`config.mk`:
```
export PLATFORM = sky130hd
export DESIGN_NAME = object_record_stream_parser
export DESIGN_NICKNAME = d
export VERILOG_FILES = /design/src/rtl/orsp_pkg.sv /design/src/rtl/orsp_core.sv /design/src/rtl/object_record_stream_parser.sv
export SDC_FILE = /design/constraint.sdc
export NUM_CORES = 1
export LEC_CHECK = 0
export ABC_AREA = 1
export BUFFER_PORTS_ARGS = -buffer_cell sky130_fd_sc_hd__buf_4
export CAP_MARGIN = 20
export CORE_ASPECT_RATIO = 1.75
export CORE_MARGIN = 2
export CORE_UTILIZATION = 30
export DETAILED_ROUTE_END_ITERATION = 12
export PLACE_DENSITY = 0.53
export SLEW_MARGIN = 20
export SYNTH_ARGS = -nofsm -noshare
export SYNTH_HDL_FRONTEND = slang
export SYNTH_SLANG_ARGS = --single-unit
```
`constraint.sdc`:
```
create_clock -name i_clk -period 2.9 [get_ports i_clk]
set_clock_uncertainty 0.05 [all_clocks]
set_input_delay 0.29 -clock i_clk [delete_from_list [all_inputs] [get_ports i_clk]]
set_output_delay 0.29 -clock i_clk [all_outputs]
set_load 0.02 [all_outputs]
```
`src/rtl/orsp_pkg.sv`:
```
package orsp_pkg;

    localparam logic [15:0] HDR_CODE   = 16'hCADE;
    localparam logic [15:0] HDR_DATA   = 16'hDADA;
    localparam logic [15:0] HDR_SYMBOL = 16'hC3B7;

    localparam logic [1:0] PH_HEADER = 2'd0;
    localparam logic [1:0] PH_ADDR   = 2'd1;
    localparam logic [1:0] PH_COUNT  = 2'd2;
    localparam logic [1:0] PH_BODY   = 2'd3;

    localparam logic [2:0] KIND_WORD   = 3'd0;
    localparam logic [2:0] KIND_SYMBOL = 3'd1;
    localparam logic [2:0] KIND_DONE   = 3'd2;
    localparam logic [2:0] KIND_BAD    = 3'd3;
    localparam logic [2:0] KIND_TRUNC  = 3'd4;

    typedef struct packed {
        logic [7:0] data_byte;
        logic       end_of_stream;
    } t_in_item;

    typedef struct packed {
        logic [2:0]  kind;
        logic [15:0] target_address;
        logic [15:0] value;
        logic        last_of_section;
    } t_out_item;

    typedef struct packed {
        logic [1:0]  phase;
        logic [7:0]  high_byte_hold;
        logic        have_high_byte;
        logic        section_is_symbol;
        logic [15:0] current_address;
        logic [15:0] remaining_count;
        logic        failed;
    } t_parse_state;

endpackage

```
`src/rtl/orsp_core.sv`:
```
module orsp_core (
    input  logic              i_clk,
    input  logic              i_rst_n,
    input  logic              i_fire,
    input  orsp_pkg::t_in_item  i_item,
    output logic              o_res_valid,
    output orsp_pkg::t_out_item o_res
);
    import orsp_pkg::*;

    t_parse_state r_st;
    t_parse_state n_st;
    logic [15:0]  word;
    logic         last;

    assign word = {r_st.high_byte_hold, i_item.data_byte};
    assign last = (r_st.remaining_count == 16'd1);

    always_comb begin
        n_st        = r_st;
        o_res_valid = 1'b0;
        o_res       = '0;
        if (i_item.end_of_stream) begin
            o_res_valid = !r_st.failed;
            o_res.kind  = (r_st.phase == PH_HEADER && !r_st.have_high_byte)
                          ? KIND_DONE : KIND_TRUNC;
            n_st        = '0;
        end else if (r_st.failed) begin
            n_st = r_st;
        end else if (r_st.phase == PH_BODY && r_st.section_is_symbol) begin
            // symbol bodies are single bytes, never paired
            n_st.remaining_count  = r_st.remaining_count - 16'd1;
            if (last) begin
                n_st.phase = PH_HEADER;
            end
            o_res_valid           = 1'b1;
            o_res.kind            = KIND_SYMBOL;
            o_res.target_address  = r_st.current_address;
            o_res.value           = {8'd0, i_item.data_byte};
            o_res.last_of_section = last;
        end else if (!r_st.have_high_byte) begin
            n_st.high_byte_hold = i_item.data_byte;
            n_st.have_high_byte = 1'b1;
        end else begin
            n_st.have_high_byte = 1'b0;
            unique case (r_st.phase)
                PH_HEADER: begin
                    if (word == HDR_CODE || word == HDR_DATA) begin
                        n_st.section_is_symbol = 1'b0;
                        n_st.phase             = PH_ADDR;
                    end else if (word == HDR_SYMBOL) begin
                        n_st.section_is_symbol = 1'b1;
                        n_st.phase             = PH_ADDR;
                    end else begin
                        n_st.failed = 1'b1;
                        o_res_valid = 1'b1;
                        o_res.kind  = KIND_BAD;
                        o_res.value = word;
                    end
                end
                PH_ADDR: begin
                    n_st.current_address = word;
                    n_st.phase           = PH_COUNT;
                end
                PH_COUNT: begin
                    n_st.remaining_count = word;
                    n_st.phase           = (word == 16'd0) ? PH_HEADER : PH_BODY;
                end
                PH_BODY: begin
                    n_st.current_address  = r_st.current_address + 16'd1;
                    n_st.remaining_count  = r_st.remaining_count - 16'd1;
                    if (last) begin
                        n_st.phase = PH_HEADER;
                    end
                    o_res_valid           = 1'b1;
                    o_res.kind            = KIND_WORD;
                    o_res.target_address  = r_st.current_address;
                    o_res.value           = word;
                    o_res.last_of_section = last;
                end
                default: n_st = r_st;
            endcase
        end
    end

    always_ff @(posedge i_clk) begin
        if (!i_rst_n) begin
            r_st <= '0;
        end else if (i_fire) begin
            r_st <= n_st;
        end
    end

    // once failed, only an end-of-stream beat may leave this state
    a_failed_silent: assert property (@(posedge i_clk) disable iff (!i_rst_n)
        i_fire && r_st.failed && !i_item.end_of_stream |-> !o_res_valid)
        else $error("result produced after bad header");

    a_eos_clears: assert property (@(posedge i_clk) disable iff (!i_rst_n)
        i_fire && i_item.end_of_stream |=> r_st == '0)
        else $error("state not cleared after end of stream");

    a_symbol_kind: assert property (@(posedge i_clk) disable iff (!i_rst_n)
        o_res_valid && o_res.kind == KIND_SYMBOL |->
        r_st.section_is_symbol && r_st.phase == PH_BODY)
        else $error("symbol byte outside symbol body");

    a_body_count: assert property (@(posedge i_clk) disable iff (!i_rst_n)
        r_st.phase == PH_BODY |-> r_st.remaining_count != 16'd0)
        else $error("body phase with nothing left to emit");

endmodule

```
`src/rtl/object_record_stream_parser.sv`:
```
// channel | direction | handshake            | payload
// in      | input     | i_in_valid/o_in_stall  | t_in_item  (byte, end flag)
// out     | output    | o_out_valid/i_out_stall | t_out_item (kind, addr, value, last)
//
// One byte a cycle while the output is not stalled: a beat sits in the input
// register while the parser state and result are worked out, then the result
// lands in the output register.
// Reset (synchronous, active low) empties both registers and returns the
// parser to awaiting a header.
// A stalled output holds its result; the input register then fills and
// o_in_stall rises until the output is taken.
module object_record_stream_parser (
    input  logic                i_clk,
    input  logic                i_rst_n,
    input  logic                i_in_valid,
    output logic                o_in_stall,
    input  orsp_pkg::t_in_item  i_in_item,
    output logic                o_out_valid,
    input  logic                i_out_stall,
    output orsp_pkg::t_out_item o_out_item
);
    import orsp_pkg::*;

    logic      r_in_valid;
    t_in_item  r_in;
    logic      r_out_valid;
    t_out_item r_out;
    logic      fire;
    logic      res_valid;
    t_out_item res;

    // the held beat moves on when the output register is free or being taken
    assign fire       = r_in_valid && (!r_out_valid || !i_out_stall);
    assign o_in_stall = r_in_valid && !fire;

    orsp_core u_core (
        .i_clk       (i_clk),
        .i_rst_n     (i_rst_n),
        .i_fire      (fire),
        .i_item      (r_in),
        .o_res_valid (res_valid),
        .o_res       (res)
    );

    always_ff @(posedge i_clk) begin
        if (!i_rst_n) begin
            r_in_valid <= 1'b0;
        end else if (!o_in_stall) begin
            r_in_valid <= i_in_valid;
        end
    end

    always_ff @(posedge i_clk) begin
        if (!o_in_stall && i_in_valid) begin
            r_in <= i_in_item;
        end
    end

    always_ff @(posedge i_clk) begin
        if (!i_rst_n) begin
            r_out_valid <= 1'b0;
        end else if (fire) begin
            r_out_valid <= res_valid;
        end else if (!i_out_stall) begin
            r_out_valid <= 1'b0;
        end
    end

    always_ff @(posedge i_clk) begin
        if (fire && res_valid) begin
            r_out <= res;
        end
    end

    assign o_out_valid = r_out_valid;
    assign o_out_item  = r_out;

endmodule
```
==> key figures <==
Clock network
  • Post-CTS Hold Buffers: 0
  • Clk pin slew, worst setup/hold paths: 0.06 ns
  • CTS tree: done
  • Post-CTS Setup Inserts: 0
  • Num CTS Buffers: 9
  • # clock sinks: just over 90
  • Number of H-tree levels: 3
  • Worst-skew pair later-pin latency: 0.35 ns
  • Maximum clock path buffer count: 2
  • Root Driver: clkbuf_16
  • Post-cts sizing count: 0

Die
  • Initial core utilization: 0.304
  • Num rows: 62
  • Core Box Area: roughly 16000 sq um
  • Die Height: 173 um
  • Ports: 51
  • Die area: about 17000 sq um
  • Die width: between 100 and 150 um

Setup path
  • CP Capture Type: flop
  • CP Max Fanout: 33
  • Critical path class: flop to flop
  • CP Data Arrival Time: between 2 and 2.5 ns
  • Startpoint Class: flop
  • Critical Path RT: 2.89 ns

Power and ir drop
  • Leakage power: 2.14 nW
  • PwrDens: 501 nW/um^2
  • Worst IR Drop VDD: between 0.0002 and 0.00025 V

Synth
  • Netlist cell types: between 40 and 50
  • Post-Syn Instances: 622
  • Seq/Total Area, Yosys: 0.465
  • Post-Syn Area: 4920 sq um
  • Post-synth top flop: dfxtp_1
  • Avg Inst Size Synth: 7.92 sq um
  • Yosys warns: 0
  • Post-synth EDFFs: 45
  • Synthesized net count: 643
  • Yosys reg bits: 92
  • Ys async rst share: 0

Timing
  • Part of the cycle the worst path needs: 0.760
  • Fin. Hold Viols: 0
  • RSZ-0062 raised after global routing: no
  • Slew @ Worst Pin: 0.556 ns
  • Final min period: 2.20 ns
  • Peak Freq: 454 MHz
  • Total Neg Setup Slack: 0 ns
  • Setup violators final: 0
  • Rel. slew slack: 0.629
  • Max-slew violations: 0

Placed design
  • GP Congestion: between 0.9 and 1
  • Dpl hpwl: 11.3 mm
  • # port buffers: 50
  • Placed Area: 5470 sq um

Layout
  • Layout area overhead: 16.9%
  • Finished Cell Area: around 5800 sq um
  • Leading cell type in the layout, fill and taps excluded: nand2_1
  • Final core utilization: 0.355
  • Final #Nets: 689
  • Most frequent cells in the layout: nand2_1, nor2_1, a21oi_1, inv_1, buf_4
  • Ratio of cells with drive above 1 in the final layout: 0.163
  • ANT cells: 0

Global route
  • Grt total ovfl: 0
  • Largest net degree at the start of global routing: 39
  • GRT Util Overall: 0.178
  • Antenna violations before repair: 0
  • First-pass GRT wire length: 23.7 mm
  • Vias in the first global route: 4326

Run status
  • Status: finished, final reports clean

Min path
  • Hold crit path type: input pin to flop

Routing
  • DR pass1 iterations: 4
  • Total vias in the final route: 4343
  • DR vias/cell: 5.02
  • 1st-iter DRT viols: roughly 300
  • Residual DRC: 0
  • ANT nets after route: 0
  • Total wire length: 14.9 mm
  • WL per Instance: approximately 17 um

Run
  • Max-cap viol count: 0
==> registers in the layout, summed over array words and instances, names as in the netlist <==
name         flops
r_in             9
r_in_valid       1
u_core.r_st     45
o_out_valid      1
o_out_item      36
==> synthesized netlist by cell type (7+ instances only) <==
cell | number | area share
buf_2 | 7 | 0.0071
inv_2 | 7 | 0.0053
dfxtp_1 | 47 | 0.19
a21oi_1 | 74 | 0.075
o21ai_0 | 31 | 0.032
inv_1 | 66 | 0.050
nor2_1 | 74 | 0.056
nand2_1 | 121 | 0.092
nand4_1 | 14 | 0.018
o21ai_1 | 8 | 0.0081
edfxtp_1 | 45 | 0.27
nor3_1 | 26 | 0.026
ha_1 | 8 | 0.020
nor2_2 | 7 | 0.0089
nand3_1 | 23 | 0.023
==> routing by layer <==
layer | up-vias | part of all wire | track usage
li1 | 2174 | - | -
met1 | 2027 | 0.38 | 0.196
met2 | 113 | 0.55 | 0.318
met3 | 29 | 0.025 | 0.0210
met4 | 0 | 0.045 | 0.105
met5 | - | 0 | 0
==> power by group <==
part	internal (W)	total (W)	switching [W]
logic	0.0000934	0.000289	0.000196
clock network	0.000634	0.00115	0.000512
registers	0.00141	0.00145	0.0000393
==> final timing paths <==
check                                from                            to  slack, ns  cells after the start
max                     r_in[3]$_DFFE_PP_  o_out_item[30]$_SDFFCE_PP0P_       0.70                     12
min reg2reg  u_core.r_st[32]$_SDFFE_PN0P_  u_core.r_st[32]$_SDFFE_PN0P_       0.42                      2
min                          i_in_item[2]             r_in[2]$_DFFE_PP_       0.07                      1
max reg2reg             r_in[3]$_DFFE_PP_  o_out_item[30]$_SDFFCE_PP0P_       0.70                     12
==> cells by family (layout without fill, tap and decap cells) <==
group,Yosys count,count (layout),share of synthesized area
compound gates,135,135,0.157
fa+ha+maj,8,8,0.0203
xor+xnor,7,7,0.0124
flops,92,92,0.465
simple gates,284,284,0.260
buf+inv,96,147,0.0846
==> per-stage QoR <==
stage               power, W  hold slack (ns)  std cells  worst slack, ns
floorplan            0.00165            0.339        622            0.590
global placement     0.00177            0.405        849            0.705
detailed placement   0.00177            0.406        849            0.698
CTS                  0.00291           0.0601        865            0.683
global route         0.00299           0.0661        865            0.420
finish               0.00288           0.0691        865            0.697
==> critical path, stage by stage (launching register included) <==
cell and delay [ns]:
edfxtp_1 0.42, inv_1 0.23, nand2_1 0.08, nand2_1 0.06, nor2_1 0.04, nand3_1 0.15, nand3_1 0.09, nand2_1 0.09
nand3_1 0.09, nand2_1 0.08, nand2_1 0.07, inv_1 0.19, buf_12 0.24
==> layout make-up <==
| cell class | instances | area [sq um] |
|---|---|---|
| repair buffers | 57 | 440 |
| well taps | 192 | 240 |
| flip-flops and latches | 92 | 2290 |
| fillers | 1738 | 10500 |
| multi-input cells | 434 | 2220 |
| clock inverters | 5 | 33.8 |
| clock buffers | 11 | 254 |
| inverters | 74 | 280 |
Power figures use the tool's default switching activity.
